==> config.mk <==
export PLATFORM = sky130hd
export DESIGN_NAME = ftdv_ctrl
export DESIGN_NICKNAME = d
export VERILOG_FILES = /design/src/hw/rtl/ftdv_pkg.sv /design/src/hw/rtl/ftdv_ctrl.sv
export SDC_FILE = /design/constraint.sdc
export NUM_CORES = 1
export LEC_CHECK = 0
export ABC_AREA = 0
export BUFFER_PORTS_ARGS = -buffer_cell sky130_fd_sc_hd__buf_2
export CORE_AREA = 3 3 40 42
export CTS_CLUSTER_SIZE = 10
export DETAILED_ROUTE_END_ITERATION = 16
export DIE_AREA = 0 0 43 45
export PLACE_DENSITY = 0.51
export SYNTH_ARGS = -nofsm -noshare
export SYNTH_HDL_FRONTEND = slang
export SYNTH_SLANG_ARGS = --single-unit
export TNS_END_PERCENT = 50
==> constraint.sdc <==
create_clock -name clk -period 0.95 [get_ports clk]
set_input_delay 0.095 -clock clk [delete_from_list [all_inputs] [get_ports clk]]
set_output_delay 0.095 -clock clk [all_outputs]
set_load 0.005 [all_outputs]
==> src/hw/rtl/ftdv_pkg.sv <==
// ----------------------------------------------------------------------------
// ftdv_pkg
// Shared constants, types and controller/datapath command structs for the
// corner dedup and fan triangulation block.
// ----------------------------------------------------------------------------
package ftdv_pkg;

  localparam int TableDepth = 1024;
  localparam int KeyBits    = 24;
  localparam int InBits     = 24;
  localparam int OutIdxBits = 10;
  localparam int AddrBits   = (TableDepth > 1) ? $clog2(TableDepth) : 1;
  localparam int CountBits  = $clog2(TableDepth + 1);
  localparam int EntryBits  = 3 * KeyBits;

  typedef enum logic [2:0] {
    ST_IDLE,
    ST_READ,
    ST_CMP,
    ST_INSERT,
    ST_OUT
  } state_t;

  // controller -> datapath
  typedef struct packed {
    logic load;      // capture input item
    logic scan_start;  // issue first read, point scan pointer past entry 0
    logic scan_next;   // advance scan pointer
    logic compare;     // rdata holds a live entry, latch a hit
    logic finish;    // resolve lookup, update fan, load result
  } cmd_t;

  // datapath -> controller
  typedef struct packed {
    logic scan_done;  // no more entries to compare
    logic hit;        // entry read now matches key
  } stat_t;

  localparam logic [1:0] SeenNone = 2'd0;
  localparam logic [1:0] SeenOne  = 2'd1;
  localparam logic [1:0] SeenTwo  = 2'd2;
  localparam logic [1:0] SeenMany = 2'd3;

endpackage

==> src/hw/rtl/ftdv_ctrl.sv <==
// ----------------------------------------------------------------------------
// ftdv_ctrl
// Sequencer: accepts a corner, walks the table until hit or end, then
// resolves and presents the result.
// ----------------------------------------------------------------------------
module ftdv_ctrl
  import ftdv_pkg::*;
(
  input  logic  clk,
  input  logic  rst,
  input  logic  in_valid,
  output logic  in_ready,
  output logic  out_valid,
  input  logic  out_ready,
  input  stat_t stat,
  output cmd_t  cmd
);

  state_t state, state_next;
  logic   res_valid, res_valid_next;

  always_ff @(posedge clk) begin
    if (rst) begin
      state     <= ST_IDLE;
      res_valid <= 1'b0;
    end else begin
      state     <= state_next;
      res_valid <= res_valid_next;
    end
  end

  always_comb begin
    state_next = state;
    unique case (state)
      ST_IDLE:   if (in_valid) state_next = ST_READ;
      ST_READ:   state_next = stat.scan_done ? ST_INSERT : ST_CMP;
      ST_CMP: begin
        if (stat.hit) state_next = ST_OUT;
        else if (stat.scan_done) state_next = ST_INSERT;
      end
      ST_INSERT: state_next = ST_OUT;
      ST_OUT:    if (!res_valid || out_ready) state_next = ST_IDLE;
      default:   state_next = ST_IDLE;
    endcase
  end

  always_comb begin
    cmd            = '0;
    in_ready       = 1'b0;
    res_valid_next = res_valid && !out_ready;
    unique case (state)
      ST_IDLE: begin
        in_ready = 1'b1;
        cmd.load = in_valid;
      end
      ST_READ: cmd.scan_start = 1'b1;
      ST_CMP: begin
        cmd.compare   = 1'b1;
        cmd.scan_next = !stat.hit && !stat.scan_done;
      end
      ST_INSERT: ;
      ST_OUT: begin
        if (!res_valid || out_ready) begin
          cmd.finish     = 1'b1;
          res_valid_next = 1'b1;
        end
      end
      default: ;
    endcase
  end

  assign out_valid = res_valid;

  a_one_cmd: assert property (@(posedge clk) disable iff (rst)
    $onehot0({cmd.load, cmd.scan_start, cmd.scan_next, cmd.finish}))
    else $error("controller issued overlapping commands");
  a_finish_valid: assert property (@(posedge clk) disable iff (rst)
    cmd.finish |=> res_valid)
    else $error("finished result not presented");
  a_load_idle: assert property (@(posedge clk) disable iff (rst)
    cmd.load |=> state == ST_READ)
    else $error("load did not start a lookup");

endmodule

==> flow_summary.json <==
{
  "report.final.slew_viol_count": 0,
  "port-buffer-count": 12,
  "cp.arrival_ns": 1.09,
  "h-tree-depth": 1,
  "p_int_uw": 443,
  "final_hold_viol_count": 0,
  "status": "finished with violations",
  "syn_area_per_cell_sq_um": 8.59,
  "grt.total_usage_pct": 7.16,
  "powerDensity_nw_per_um2": 1430,
  "drt-pass1-iter-count": 2,
  "p_switching_uw": 170,
  "antenna_found_initial": 0,
  "drt_iter0_drc": 3,
  "p_seq_share_pct": 34.0,
  "cts_hold_buffers": 0,
  "yosys_warnings": 0,
  "ios": 13,
  "clockRootBuffer": "clkbuf_4",
  "relSlewSlack_pct": 86.6,
  "diodes": 0,
  "r2r_start": "state[0]$_SDFFE_PP0P_",
  "gp_congestion": 0.686,
  "cts_tree": "built",
  "fin_skew_ns": 0.00726,
  "antenna_left": 0,
  "violations": "negative setup slack",
  "post-route-min-period_ns": 1.19,
  "totalWireLength_microns": 623,
  "syn_to_final_growth_pct": 71.9,
  "clock_latency_ns": 0.23,
  "synth_seq_cells": 4,
  "path_clk_slew_ns": 0.03,
  "die_height_microns": 45,
  "grt_pass1_wl_microns": 959,
  "grt_pass1_vias": 265,
  "fin_ws_ns": -0.237,
  "crit_start": "state[0]$_SDFFE_PP0P_",
  "r2r_slack_ns": -0.14,
  "end_kind": "output port",
  "fp.coreArea_sq_um": 1280,
  "worstMarginPinSlew_ns": 0.200,
  "clock_path_buffers": 2,
  "detailroute.via_count": 268,
  "max_freq_ghz": 0.843,
  "cpPeakStageDelay_ns": 0.35,
  "cp-start-kind": "flop",
  "slowest_stage": "dfxtp_4",
  "avgViaCountPerCell": 4.12,
  "clock-sinks": 4,
  "cap_violations": 0,
  "peakVddDrop_mv": 0.606,
  "dp_hpwl_microns": 457,
  "required_ns": 0.85,
  "fin_crit_sh_pct": 125,
  "rsz0062_at_grt": "true",
  "r2r_end": "state[1]$_SDFFE_PP0P_",
  "reg2reg_depth": 6,
  "remaining_drc_errors": 0,
  "worst-path-max-fanout": 4,
  "p_leak_uw": 0.000208,
  "yosysSeqAreaShare_pct": 32.2,
  "routedWlPerCell_microns": 9.58,
  "worstSetupEndpoint": "cmd[2]",
  "start_util_pct": 19.4,
  "die_area_sq_um": 1940,
  "die_x_microns": 43,
  "grt_overflow": 0,
  "grt_max_degree": 7,
  "power_frac_comb_pct": 32.0,
  "ys_types": 17,
  "setup_tns_ns": -1.30,
  "crit_chain": "nor4b_4, nor2b_1, buf_2",
  "rows": 13,
  "synth_area_sq_um": 249,
  "syn-num-nets": 35,
  "finalSetupViolCount": 8,
  "layout.nets": 58,
  "drive_above_1_share_pct": 66.0,
  "utilization_pct": 33.3,
  "path_class": "reg2out",
  "p_sw_share_pct": 27.8,
  "pwr-share-clk_pct": 34.0,
  "cts_buffers": 3,
  "syn-instance-count": 29,
  "hold_path.class": "in2reg"
}
==> cells by family (layout without fill, tap and decap cells) <==
group                  count (synthesis)  in the layout  synth area share, %
AOI/OAI and AO/OA                      6              6                 18.6
DFF                                    4              4                 32.2
and+or+nand+nor                       17             17                 43.2
buffers and inverters                  2             23                 6.03
==> synth_stat cells <==
cell,instances,area (sq um)
a211oi_2,1,12.5
a21o_1,1,7.51
a21o_2,1,8.76
a21oi_1,2,10.0
and2_2,1,7.51
buf_6,1,11.3
dfxtp_1,4,80.1
inv_1,1,3.75
nand2_1,1,3.75
nand2b_1,3,18.8
nand3_1,1,5.00
nor2_1,6,22.5
nor2b_1,2,12.5
nor3_2,1,10.0
nor3b_2,1,12.5
nor4b_2,1,15.0
o21bai_1,1,7.51
==> repair_timing <==
item | CTS | global route
endpoints found under the setup margin | 9 | 9
setup buffers | 2 | 1
resized for setup | 6 | 4
hold endpoints to repair | 0 | 0
pin swaps | 3 | 1
==> worst max-delay path, delay by kind of cell (launching register included) <==
family                 cells  cell delay [ns]
buffers and inverters      1             0.11
flip-flops                 1             0.35
AND/OR/NAND/NOR            2             0.40
==> routing by layer <==
metal	track usage (%)	part of all wire, %
met1	6.02	42
met2	12.3	50
met4	9.04	0
met5	0	0
met3	1.99	7.7
==> power groups by stage <==
stage                     Clock (uW)  Combinational [uW]  Sequential, uW
after floorplan                    0                87.8             202
after global placement             0                 156             205
after detailed placement           0                 157             205
after CTS                        222                 178             208
final                            208                 196             208
after global routing             229                 215             211
==> flip-flops by register name, indices dropped and copies added (netlist names) <==
name,count
out_valid,1
state,3
==> cell usage in the layout, fill, tap and decap left out <==
cell type / instances
a211oi_2: 1
nor3_2: 1
inv_1: 1
nand2_1: 1
nand2b_1: 2
buf_6: 1
nand3_1: 1
buf_4: 6
dfxtp_4: 2
a21oi_1: 2
dfxtp_2: 1
dfxtp_1: 1
nor3b_2: 1
a21o_2: 1
and2_2: 1
buf_2: 12
nor2_1: 5
a21o_1: 1
nor4b_4: 1
clkbuf_4: 3
o21bai_1: 1
nand2b_4: 1
nor2_4: 1
nor2b_1: 2
==> worst min-delay path by stage <==
stage,startpoint,to,depth (start not counted)
global placement,rst,state[1]$_SDFFE_PP0P_,2
global route,rst,out_valid$_SDFF_PP0_,2
CTS,rst,state[1]$_SDFFE_PP0P_,2
floorplan,rst,out_valid$_SDFF_PP0_,1
finish,rst,state[1]$_SDFFE_PP0P_,2
detailed placement,rst,out_valid$_SDFF_PP0_,2
==> area by class of cell <==
class,count,area [sq um]
Inverter,1,3.75
Timing Repair Buffer,19,116
Multi-Input combinational cell,23,178
Tap cell,15,18.8
Clock buffer,3,22.5
Fill cell,138,857
Sequential cell,4,88.8
==> per-stage QoR <==
step	hold slack, ns	cells	power [uW]	setup WS, ns	cell area (sq um)
after floorplan	0.167	29	290	0.00975	249
after detailed placement	0.295	59	362	-0.0620	347
after global placement	0.297	59	362	-0.0717	347
final	0.0486	65	613	-0.237	428
after global routing	0.0545	65	654	-0.291	428
after CTS	0.0398	64	608	-0.264	402
No activity file was read; power rests on OpenSTA's default activity.
